`src/rtl/i2f_pkg.sv`:
```
`default_nettype none
// ----------------------------------------------------------------------------
// i2f_pkg
// types and codes shared by the integer to float32 converter
// ----------------------------------------------------------------------------
package i2f_pkg;

    typedef enum logic [3:0] {
        ET_S8      = 4'd0,
        ET_U8      = 4'd1,
        ET_S16     = 4'd2,
        ET_U16     = 4'd3,
        ET_S32     = 4'd4,
        ET_U32     = 4'd5,
        ET_F32     = 4'd6,
        ET_CPX_S16 = 4'd7,
        ET_CPX_F32 = 4'd8
    } t_elem_type;

    localparam logic [3:0] ELEM_TYPE_RESET = 4'd6;

    typedef struct packed {
        logic [31:0] raw_bits;
        logic        last_element;
    } t_in_item;

    typedef struct packed {
        logic [31:0] float_bits;
        logic        type_error;
        logic        last_result;
    } t_out_item;

endpackage
`default_nettype wire

```
`src/rtl/integer_to_float32_converter_unit.sv`:
```
`default_nettype none
// ----------------------------------------------------------------------------
// integer_to_float32_converter_unit
// converts one raw element per transaction to IEEE-754 single precision
// ----------------------------------------------------------------------------
// Accepts one element per clock while the output is not stalled and delivers
// its float32 encoding through a four-stage pipeline (decode and magnitude,
// leading-one search, normalising shift, rounding and packing); stalls hold
// every stage. The element type register is written through its own channel;
// the user must write it only while idle, which the block does not enforce;
// complex and undefined types give type_error with a zero result.
module integer_to_float32_converter_unit
    import i2f_pkg::*;
(
    input  wire logic      i_clk,
    input  wire logic      i_rst_n,
    input  wire logic      i_cfg_valid,
    output logic           o_cfg_ready,
    input  wire logic [3:0] i_cfg_data,
    input  wire logic      i_valid,
    output logic           o_ready,
    input  wire t_in_item  i_data,
    output logic           o_valid,
    input  wire logic      i_ready,
    output t_out_item      o_data
);

    logic [3:0] r_type;
    logic       adv;
    logic [3:0] r_v;

    // stage 1: sign and magnitude
    logic        r_s1_neg, r_s1_pass, r_s1_err, r_s1_last;
    logic [31:0] r_s1_mag;
    // stage 2: leading one position
    logic        r_s2_neg, r_s2_pass, r_s2_err, r_s2_last, r_s2_zero;
    logic [31:0] r_s2_mag;
    logic [4:0]  r_s2_p;
    // stage 3: normalised
    logic        r_s3_neg, r_s3_pass, r_s3_err, r_s3_last, r_s3_zero;
    logic [31:0] r_s3_norm;
    logic [31:0] r_s3_raw;
    logic [4:0]  r_s3_p;

    logic [31:0] n_s1_mag;
    logic        n_s1_neg, n_s1_pass, n_s1_err;
    logic [4:0]  n_s2_p;
    logic [23:0] n_s4_frac;
    logic        n_s4_up;
    logic [31:0] n_s4_bits;

    assign o_cfg_ready = 1'b1;
    assign adv         = !o_valid || i_ready;
    assign o_ready     = adv;
    assign o_valid     = r_v[3];

    always_ff @(posedge i_clk) begin
        if (!i_rst_n) begin
            r_type <= ELEM_TYPE_RESET;
            r_v    <= '0;
        end else begin
            if (i_cfg_valid) begin
                r_type <= i_cfg_data;
            end
            if (adv) begin
                r_v <= {r_v[2:0], i_valid};
            end
        end
    end

    always_comb begin
        n_s1_mag  = '0;
        n_s1_neg  = 1'b0;
        n_s1_pass = 1'b0;
        n_s1_err  = 1'b0;
        case (r_type)
            ET_S8: begin
                n_s1_neg = i_data.raw_bits[7];
                n_s1_mag = n_s1_neg ? 32'(8'(-i_data.raw_bits[7:0]))
                                    : 32'(i_data.raw_bits[7:0]);
            end
            ET_U8:  n_s1_mag = 32'(i_data.raw_bits[7:0]);
            ET_S16: begin
                n_s1_neg = i_data.raw_bits[15];
                n_s1_mag = n_s1_neg ? 32'(16'(-i_data.raw_bits[15:0]))
                                    : 32'(i_data.raw_bits[15:0]);
            end
            ET_U16: n_s1_mag = 32'(i_data.raw_bits[15:0]);
            ET_S32: begin
                n_s1_neg = i_data.raw_bits[31];
                n_s1_mag = n_s1_neg ? -i_data.raw_bits : i_data.raw_bits;
            end
            ET_U32: n_s1_mag = i_data.raw_bits;
            ET_F32: begin
                n_s1_pass = 1'b1;
                n_s1_mag  = i_data.raw_bits;
            end
            default: n_s1_err = 1'b1;
        endcase
    end

    always_comb begin
        n_s2_p = '0;
        for (int i = 0; i < 32; i++) begin
            if (r_s1_mag[i]) begin
                n_s2_p = 5'(i);
            end
        end
    end

    // round to nearest even on the 8 bits below the 24-bit significand
    always_comb begin
        n_s4_up   = r_s3_norm[7] && (r_s3_norm[8] || (r_s3_norm[6:0] != '0));
        n_s4_frac = r_s3_norm[31:8] + 24'(n_s4_up);
        n_s4_bits = ({r_s3_neg, 31'd0} + ({27'd0, r_s3_p} + 32'd126 << 23))
                    + ((n_s4_frac == '0) ? 32'h0100_0000 : 32'(n_s4_frac));
        if (r_s3_pass) begin
            n_s4_bits = r_s3_raw;
        end else if (r_s3_err || r_s3_zero) begin
            n_s4_bits = '0;
        end
    end

    always_ff @(posedge i_clk) begin
        if (adv) begin
            r_s1_neg  <= n_s1_neg;
            r_s1_pass <= n_s1_pass;
            r_s1_err  <= n_s1_err;
            r_s1_last <= i_data.last_element;
            r_s1_mag  <= n_s1_mag;

            r_s2_neg  <= r_s1_neg;
            r_s2_pass <= r_s1_pass;
            r_s2_err  <= r_s1_err;
            r_s2_last <= r_s1_last;
            r_s2_zero <= (r_s1_mag == '0);
            r_s2_mag  <= r_s1_mag;
            r_s2_p    <= n_s2_p;

            r_s3_neg  <= r_s2_neg;
            r_s3_pass <= r_s2_pass;
            r_s3_err  <= r_s2_err;
            r_s3_last <= r_s2_last;
            r_s3_zero <= r_s2_zero;
            r_s3_raw  <= r_s2_mag;
            r_s3_norm <= r_s2_mag << (5'd31 - r_s2_p);
            r_s3_p    <= r_s2_p;

            o_data.float_bits  <= n_s4_bits;
            o_data.type_error  <= r_s3_err;
            o_data.last_result <= r_s3_last;
        end
    end

    a_err_zero: assert property (@(posedge i_clk) disable iff (!i_rst_n)
        o_valid && o_data.type_error |-> o_data.float_bits == '0)
        else $error("error result not zero");

    a_stall_hold: assert property (@(posedge i_clk) disable iff (!i_rst_n)
        o_valid && !i_ready |=> o_valid && $stable(o_data))
        else $error("stalled result changed");

    a_fill: assert property (@(posedge i_clk) disable iff (!i_rst_n)
        i_valid && o_ready |-> ##4 (r_v != '0) || $past(!i_ready))
        else $error("accepted transaction lost");

endmodule
`default_nettype wire

```
`config.mk`:
```
export PLATFORM = sky130hd
export DESIGN_NAME = integer_to_float32_converter_unit
export DESIGN_NICKNAME = d
export VERILOG_FILES = /design/src/rtl/i2f_pkg.sv /design/src/rtl/integer_to_float32_converter_unit.sv
export SDC_FILE = /design/constraint.sdc
export NUM_CORES = 1
export LEC_CHECK = 0
export ABC_CLOCK_PERIOD_IN_PS = 12700
export BUFFER_PORTS_ARGS = -buffer_cell sky130_fd_sc_hd__buf_2
export CAP_MARGIN = 40
export CORE_ASPECT_RATIO = 0.8
export CORE_MARGIN = 2
export CORE_UTILIZATION = 61
export CTS_CLUSTER_DIAMETER = 120
export DETAILED_ROUTE_END_ITERATION = 7
export PLACE_DENSITY = 0.77
export RECOVER_POWER = 25
export SLEW_MARGIN = 20
export SYNTH_ARGS = -nofsm -noshare
export SYNTH_HDL_FRONTEND = slang
export SYNTH_SLANG_ARGS = --single-unit
```
`constraint.sdc`:
```
create_clock -name i_clk -period 12.7 [get_ports i_clk]
set_input_delay 0.635 -clock i_clk [delete_from_list [all_inputs] [get_ports i_clk]]
set_output_delay 0.635 -clock i_clk [all_outputs]
set_load 0.02 [all_outputs]
```
==> results of run 1 <==
==> power groups by stage <==
stage          clock (mW)  sequential [mW]  combinational, mW
5_1_grt             0.531             1.01              0.619
3_3_place_gp            0             1.00              0.547
3_5_place_dp            0             1.01              0.551
2_1_floorplan           0            0.996              0.382
6_report            0.499            0.997              0.570
4_1_cts             0.505            0.996              0.555
==> per-layer routing <==
metal | GRT usage | up-vias | wire, um
li1 | - | 3538 | -
met1 | 0.3929 | 3523 | 10400
met2 | 0.3921 | 318 | 10260
met3 | 0.06502 | 33 | 1964
met4 | 0.08333 | 0 | 433
met5 | 0 | - | 0
==> flip-flops by register name, indices dropped and copies added (netlist names), 4 cells and up <==
signal	count
o_data	34
r_s1_mag	32
r_s2_mag	32
r_s3_norm	32
r_s3_raw	32
r_s2_p	5
r_s3_p	5
r_type	4
r_v	4
==> cells in the final DEF (no fill, tap or decap), drive strengths merged, types with 5 or more instances in the layout <==
cell	instances
a31oi	6
xnor2	17
ha	7
o41ai	6
nor2	66
nand2	96
mux2i	48
and4	5
o31ai	15
mux4	16
buf	77
o22ai	6
nand3	24
xor2	16
nand2b	6
mux2	8
o21ai	82
nor2b	10
clkbuf	33
a21oi	44
a21o	6
or4	9
nor3	31
a211oi	8
edfxtp	186
inv	32
a22o	9
or3	18
nor4	12
o211ai	6
dfxtp	8
nand4	10
==> worst register-to-register path, cell delays in order (launching register included) <==
cell	delay [ns]
edfxtp_1	0.42
and2_1	0.16
ha_1	0.23
nand3_2	0.21
nor2_1	0.50
nand3_1	0.24
mux2i_1	0.16
or3_1	0.36
or4b_1	0.60
fa_1	0.47
nor2_1	0.17
nand2_1	0.11
xor2_1	0.16
o21ai_0	0.20
xnor2_1	0.14
o21ai_0	0.08
==> cell families (layout without fill, tap and decap cells) <==
kind of cell    Yosys count  after routing  synth area share
simple gates            308            308            0.1516
compound gates          204            204            0.1239
flops                   194            194            0.5620
buf+inv                  81            151           0.03231
mux                      72             72           0.09105
xor+xnor                 33             33           0.02827
fa+ha+maj                 8              8           0.01052
other cells               1              1         0.0003668
==> cell usage after synthesis (3+ instances only) <==
| cell type | instances | area [um2] |
|---|---|---|
| o211ai_1 | 6 | 45.04 |
| buf_2 | 8 | 40.04 |
| o31ai_1 | 15 | 112.6 |
| or2_2 | 3 | 18.77 |
| nand2b_1 | 6 | 37.54 |
| mux2_2 | 8 | 90.09 |
| mux2i_1 | 48 | 480.5 |
| and4_1 | 5 | 43.79 |
| xor2_1 | 16 | 140.1 |
| a21o_1 | 6 | 45.04 |
| o21ai_0 | 82 | 410.4 |
| a21oi_1 | 44 | 220.2 |
| or3_1 | 18 | 112.6 |
| o22ai_1 | 6 | 37.54 |
| clkbuf_1 | 36 | 135.1 |
| nor4_1 | 11 | 68.82 |
| and3_1 | 3 | 18.77 |
| nor3_1 | 30 | 150.1 |
| ha_1 | 7 | 87.58 |
| nand2_1 | 96 | 360.4 |
| nor2_1 | 66 | 247.7 |
| mux4_2 | 16 | 360.4 |
| nor2b_1 | 10 | 62.56 |
| nand3_1 | 23 | 115.1 |
| a211oi_1 | 8 | 60.06 |
| a22o_1 | 9 | 78.83 |
| edfxtp_1 | 186 | 5585 |
| nand3b_1 | 4 | 30.03 |
| buf_1 | 4 | 15.01 |
| dfxtp_1 | 8 | 160.2 |
| nand4_1 | 9 | 56.30 |
| a311o_1 | 3 | 30.03 |
| inv_1 | 29 | 108.9 |
| or4_1 | 7 | 52.55 |
| a31oi_1 | 6 | 37.54 |
| o41ai_1 | 4 | 35.03 |
| xnor2_1 | 17 | 148.9 |
| and2_1 | 3 | 18.77 |
==> cell type report <==
type,instances,area (um2)
clock buffers,19,432.9
clock inverters,12,108.9
well taps,220,275.3
inverters,29,113.9
fillers,1211,5170
multi-input cells,626,4148
repair buffers,91,506.7
flip-flops and latches,194,5746
==> how the worst max path moves through the flow <==
| stage | depth (start not counted) | start | end |
|---|---|---|---|
| after floorplan | 3 | i_ready | o_ready |
| after global placement | 15 | r_s3_norm[8] | o_data[29] |
| after detailed placement | 15 | r_s3_norm[7] | o_data[29] |
| after CTS | 15 | r_s3_norm[7] | o_data[29] |
| after global routing | 15 | r_s3_norm[7] | o_data[29] |
| final | 15 | r_s3_norm[7] | o_data[29] |
==> impl_metrics.csv, run 1 <==
group,metric,value,unit
worst_hold_path,hold_depth,1,
power_and_ir_drop,powerDensity,182.2,nW/um2
finish,fin_area,11330,um2
worst_hold_path,hold_class,"input pin to flip-flop",
timing,whs,0.3792,ns
setup_path,cpMaxStageDelayCell,"or4b_1",
placement,finalWeightedCongestion,0.9201,
die,die_y,119.8,um
power_and_ir_drop,switching_share,0.3331,
route,drtAntennaViolNets,0,
clock_network,cts_resized,0,
timing,relSlewSlack,-0.6806,
placement,pre_cts_ws,8.249,ns
yosys,async_flop_share,0,
timing,min_period,4.474,ns
yosys,yosysUniqueCellTypes,65,
timing,slew_violations,73,
yosys,synth_area,10220,um2
finish,antenna_cells,0,
setup_path,critPathCaptureType,"flip-flop",
finish,nNetsFinal,1009,
yosys,synth_seq_area_share,0.5620,
worst_hold_path,hold_path.startpoint,"i_data[0]",
run,maxCapViolations,2,
clock_network,htree_num_levels,4,
setup_path,cp_num_buf_inv,0,
clock_network,cts_root_buf,"clkbuf_16",
die,die_width,148.7,um
worst_hold_path,whs_endpoint,"r_s1_last",
global_route,grt.total_usage,0.2659,
outcome,failed_checks,"capacitance limit, slew limit",
route,drt_iter0_markers,713,
global_route,grt_pass1_wl,35740,um
die,core-area,16500,um2
setup_path,start_kind,"flip-flop",
power_and_ir_drop,intPower,1.377,mW
setup_path,r2r_cells,15,
setup_path,critPathMaxStageDelay,0.60,ns
die,die_area,17820,um2
route,post_drt_wl_per_cell,19.36,um
power_and_ir_drop,power.total,2.065,mW
outcome,status,"finished, violations left",
clock_network,clkTransAtPathRegs,0.07,ns
setup_path,cp.required,12.88,ns
yosys,synth_fp_nets,951,
timing,finalCritPeriodShare,0.3523,
setup_path,crit_type,"flip-flop to flip-flop",
setup_path,worst_r2r_endpoint,"o_data[29]",
setup_path,path_delay_family,"simple AND/OR/NAND/NOR gates",
placement,hpwl,16540,um
route,drt-total-wl,23060,um
power_and_ir_drop,power_frac_clock,0.241,
power_and_ir_drop,power.net_switching,0.6879,mW
finish,drive_gt1_frac,0.1452,
setup_path,r2r_slack,8.23,ns
setup_path,cp_max_fo,7,
clock_network,cts_buffer_depth,2,
clock_network,post_cts_buffers,0,
timing,rsz0062_at_grt,"false",
route,post_drt_via_cell_ratio,6.223,
die,start_util,0.6196,
global_route,grt-ovfl-total,0,
power_and_ir_drop,peakVddDrop,0.0001083,V
clock_network,hold_buffers,0,
die,fp-row-count,42,
timing,fmax,0.2235,GHz
setup_path,r2r-start,"r_s3_norm[7]",
route,drc_errors,0,
timing,finalSetupViolCount,0,
yosys,synth_cells,901,
yosys,ys_seq_elements,194,
finish,post-route-util,0.6867,
timing,worst-slew-pin-transition,2.521,ns
die,pin_count,79,
global_route,grt_max_degree,86,
timing,skew,0.01032,ns
yosys,postSynthAreaPerCell,11.35,um2
timing,setup_tns,0,ns
route,route.vias.total,7412,
setup_path,path_cells,"and2_1, ha_1, nand3_2, nor2_1, nand3_1, mux2i_1, or3_1, or4b_1, fa_1, nor2_1, nand2_1, xor2_1, o21ai_0, xnor2_1, o21ai_0",
timing,setup_ws,8.226,ns
timing,hold_viol,0,
power_and_ir_drop,power_leakage,4.350,nW
global_route,antenna_found_initial,0,
finish,area_growth,10.83,%
power_and_ir_drop,power.share.combinational,0.276,
yosys,yosys_most_used_dff,"edfxtp_1",
global_route,grt_pass1_vias,6653,
clock_network,cts_tree,"yes",
placement,placedCellCount,1155,
clock_network,clock_latency,0.43,ns
yosys,yosys_warnings,0,
route,firstDrtPassIters,5,
setup_path,critPathArrivalTime,4.65,ns
clock_network,cts_buffers,17,
finish,stdcell_count,1191,
power_and_ir_drop,power_frac_seq,0.483,
yosys,synth_edf_count,186,
placement,port_buffers,77,
clock_network,cts.sink_count,194,
placement,place_area,10740,um2
Power figures use the tool's default switching activity.
==> run 2: changes to the inputs <==
Settings changed: ABC_CLOCK_PERIOD_IN_PS 12700 to 4650.
Clock period 12.7 ns to 4.65 ns, I/O delays scaled along.
==> run 2 against run 1 <==
  * The flow still finishes with violations (capacitance limit, slew limit)
  * Largest power group unchanged
  * Critical endpoint unchanged
  * Power grew to 2.7 times the previous value
  * Global-route usage fell by 0.67 points
  * Worst setup slack worse by 7.9 ns
  * Die area stayed put
  * Clock skew increased by 0.0019 ns
==> impl_metrics.csv, run 2 (synthesized netlist as in run 1, its figures left out) <==
group,metric,value,unit
route,route.vias.total,7334,
timing,relSlewSlack,-0.7236,
die,fp-row-count,42,
clock_network,cts_tree,"yes",
worst_hold_path,hold_class,"input pin to flip-flop",
route,drc_errors,0,
setup_path,critPathCaptureType,"flip-flop",
clock_network,cts.sink_count,194,
finish,drive_gt1_frac,0.1380,
global_route,grt_pass1_vias,6538,
timing,rsz0062_at_grt,"false",
finish,nFillCells,1210,
finish,nNetsFinal,1008,
setup_path,cp_num_buf_inv,0,
power_and_ir_drop,powerDensity,497.7,nW/um2
outcome,status,"finished, violations left",
power_and_ir_drop,power_leakage,4.326,nW
power_and_ir_drop,power.net_switching,1.874,mW
setup_path,critPathArrivalTime,4.48,ns
finish,fin_area,11310,um2
worst_hold_path,hold_depth,3,
power_and_ir_drop,peakVddDrop,0.0002978,V
run,maxCapViolations,1,
timing,finalCritPeriodShare,0.9269,
worst_hold_path,whs_endpoint,"r_type[2]",
timing,skew,0.01226,ns
power_and_ir_drop,intPower,3.755,mW
die,core-area,16500,um2
route,top_layer,"met4",
power_and_ir_drop,power_frac_clock,0.244,
setup_path,critPathMaxStageDelay,0.64,ns
route,dr_wl_met3,1904,um
timing,finalSetupViolCount,0,
placement,place_area,10770,um2
setup_path,path_cells,"nand4_4, nor3_2, and3_4, a311oi_1, or3_1, or4b_1, fa_1, nor2_1, nand2_1, xor2_1, o21ai_0, xnor2_1, o21ai_0",
die,start_util,0.6196,
route,post_drt_via_cell_ratio,6.158,
route,wl_met1,10090,um
setup_path,start_kind,"flip-flop",
global_route,grt-ovfl-total,0,
setup_path,path_common_cell,"o21ai_0",
setup_path,cpMaxStageDelayCell,"nor3_2",
power_and_ir_drop,power_frac_seq,0.483,
setup_path,worst_r2r_endpoint,"o_data[29]",
clock_network,cts_buffers,17,
setup_path,r2r_slack,0.34,ns
outcome,failed_checks,"capacitance limit, slew limit",
setup_path,path_delay_family,"simple AND/OR/NAND/NOR gates",
setup_path,crit_type,"flip-flop to flip-flop",
finish,final_cell_mix,"edfxtp_1, nand2_1, o21ai_0",
setup_path,r2r-start,"r_s3_norm[12]",
clock_network,htree_num_levels,4,
global_route,grt_max_degree,188,
route,post_drt_wl_per_cell,18.85,um
placement,hpwl,16040,um
timing,slew_violations,38,
die,die_area,17820,um2
power_and_ir_drop,power.share.combinational,0.273,
worst_hold_path,hold_path.startpoint,"i_cfg_data[2]",
finish,largest_register,"o_data",
timing,fmax,0.2320,GHz
setup_path,r2r_cells,13,
route,drt-total-wl,22450,um
finish,final_common_cell,"edfxtp_1",
clock_network,cts_buffer_depth,2,
route,drt_iter0_markers,734,
timing,min_period,4.310,ns
timing,setup_tns,0,ns
timing,hold_viol,0,
route,drtAntennaViolNets,0,
clock_network,cts_root_buf,"clkbuf_16",
die,die_y,119.8,um
clock_network,clkTransAtPathRegs,0.07,ns
global_route,antenna_found_initial,0,
setup_path,cp_max_fo,11,
global_route,grt_pass1_wl,35070,um
power_and_ir_drop,switching_share,0.3329,
finish,largest_reg_flops,34,
die,die_width,148.7,um
finish,antenna_cells,0,
placement,port_buffers,77,
clock_network,clock_latency,0.43,ns
placement,finalWeightedCongestion,0.9358,
finish,area_growth,10.62,%
setup_path,cp.required,4.82,ns
timing,worst-slew-pin-transition,2.585,ns
global_route,grt.total_usage,0.2592,
route,firstDrtPassIters,5,
die,pin_count,79,
route,met2_length,10120,um
-- run 2: changes by cell type in the layout (fill, tap and decap cells not counted), sizes merged --
cell	previous run	this run
buf	77	68
clkbuf	33	41
dlygate4sd3	0	1
clkinv	4	6
clkinvlp	4	2
-- run 2: area by class of cell --
class	count	area [um2]	area share
repair buffers	90	483.0	0.04270
clock buffers	20	436.7	0.03861
inverters	29	112.6	0.009957
clock inverters	12	106.4	0.009404
multi-input cells	626	4150	0.3670
flip-flops and latches	194	5746	0.5080
well taps	220	275.3	0.02434
-- run 2: tightest hold or removal path: stages --
cell     delay (ns)
buf_2          0.07
mux2i_1        0.05
nand2_1        0.06
-- run 2: metal layers --
metal,track usage,vias to the layer above
met1,0.3883,3447
met4,0.07440,0
met5,0,-
li1,-,3533
met2,0.3935,329
met3,0.04601,25
-- run 2: worst max path at each step --
| stage | from | to | depth (start not counted) |
|---|---|---|---|
| floorplan | r_v[3] | o_data[0] | 3 |
| global placement | r_s3_norm[7] | o_data[29] | 15 |
| detailed placement | r_s3_norm[7] | o_data[29] | 15 |
| CTS | r_s3_norm[7] | o_data[29] | 15 |
| global route | r_s3_norm[7] | o_data[29] | 15 |
| finish | r_s3_norm[12] | o_data[29] | 13 |
-- run 2: timing repair --
action	in CTS	in global routing
resized for setup	0	1
endpoints found under the setup margin	0	1
buffers inserted	0	0
hold buffers	1	0
endpoints found under the hold margin	1	0
-- run 2: power by group through the flow --
stage               Sequential (mW)  Combinational [mW]  Clock, mW
finish                         2.72                1.54       1.37
global route                   2.77                1.67       1.45
CTS                            2.72                1.51       1.39
detailed placement             2.76                1.50          0
global placement               2.74                1.48          0
floorplan                      2.72                1.04          0
-- run 2: stage by stage --
stage | cells | utilization | hold WS (ns) | total power, mW | worst slack, ns
finish | 1191 | 0.6854 | 0.01519 | 5.629 | 0.3401
global route | 1191 | 0.6854 | 0.01573 | 5.891 | 0.1215
CTS | 1189 | 0.6859 | 0.002012 | 5.624 | 0.3251
detailed placement | 1156 | 0.6524 | 0.4045 | 4.261 | 0.3165
global placement | 1153 | 0.6504 | 0.4008 | 4.226 | 0.4317
floorplan | 901 | - | 0.2944 | 3.763 | 0.4685
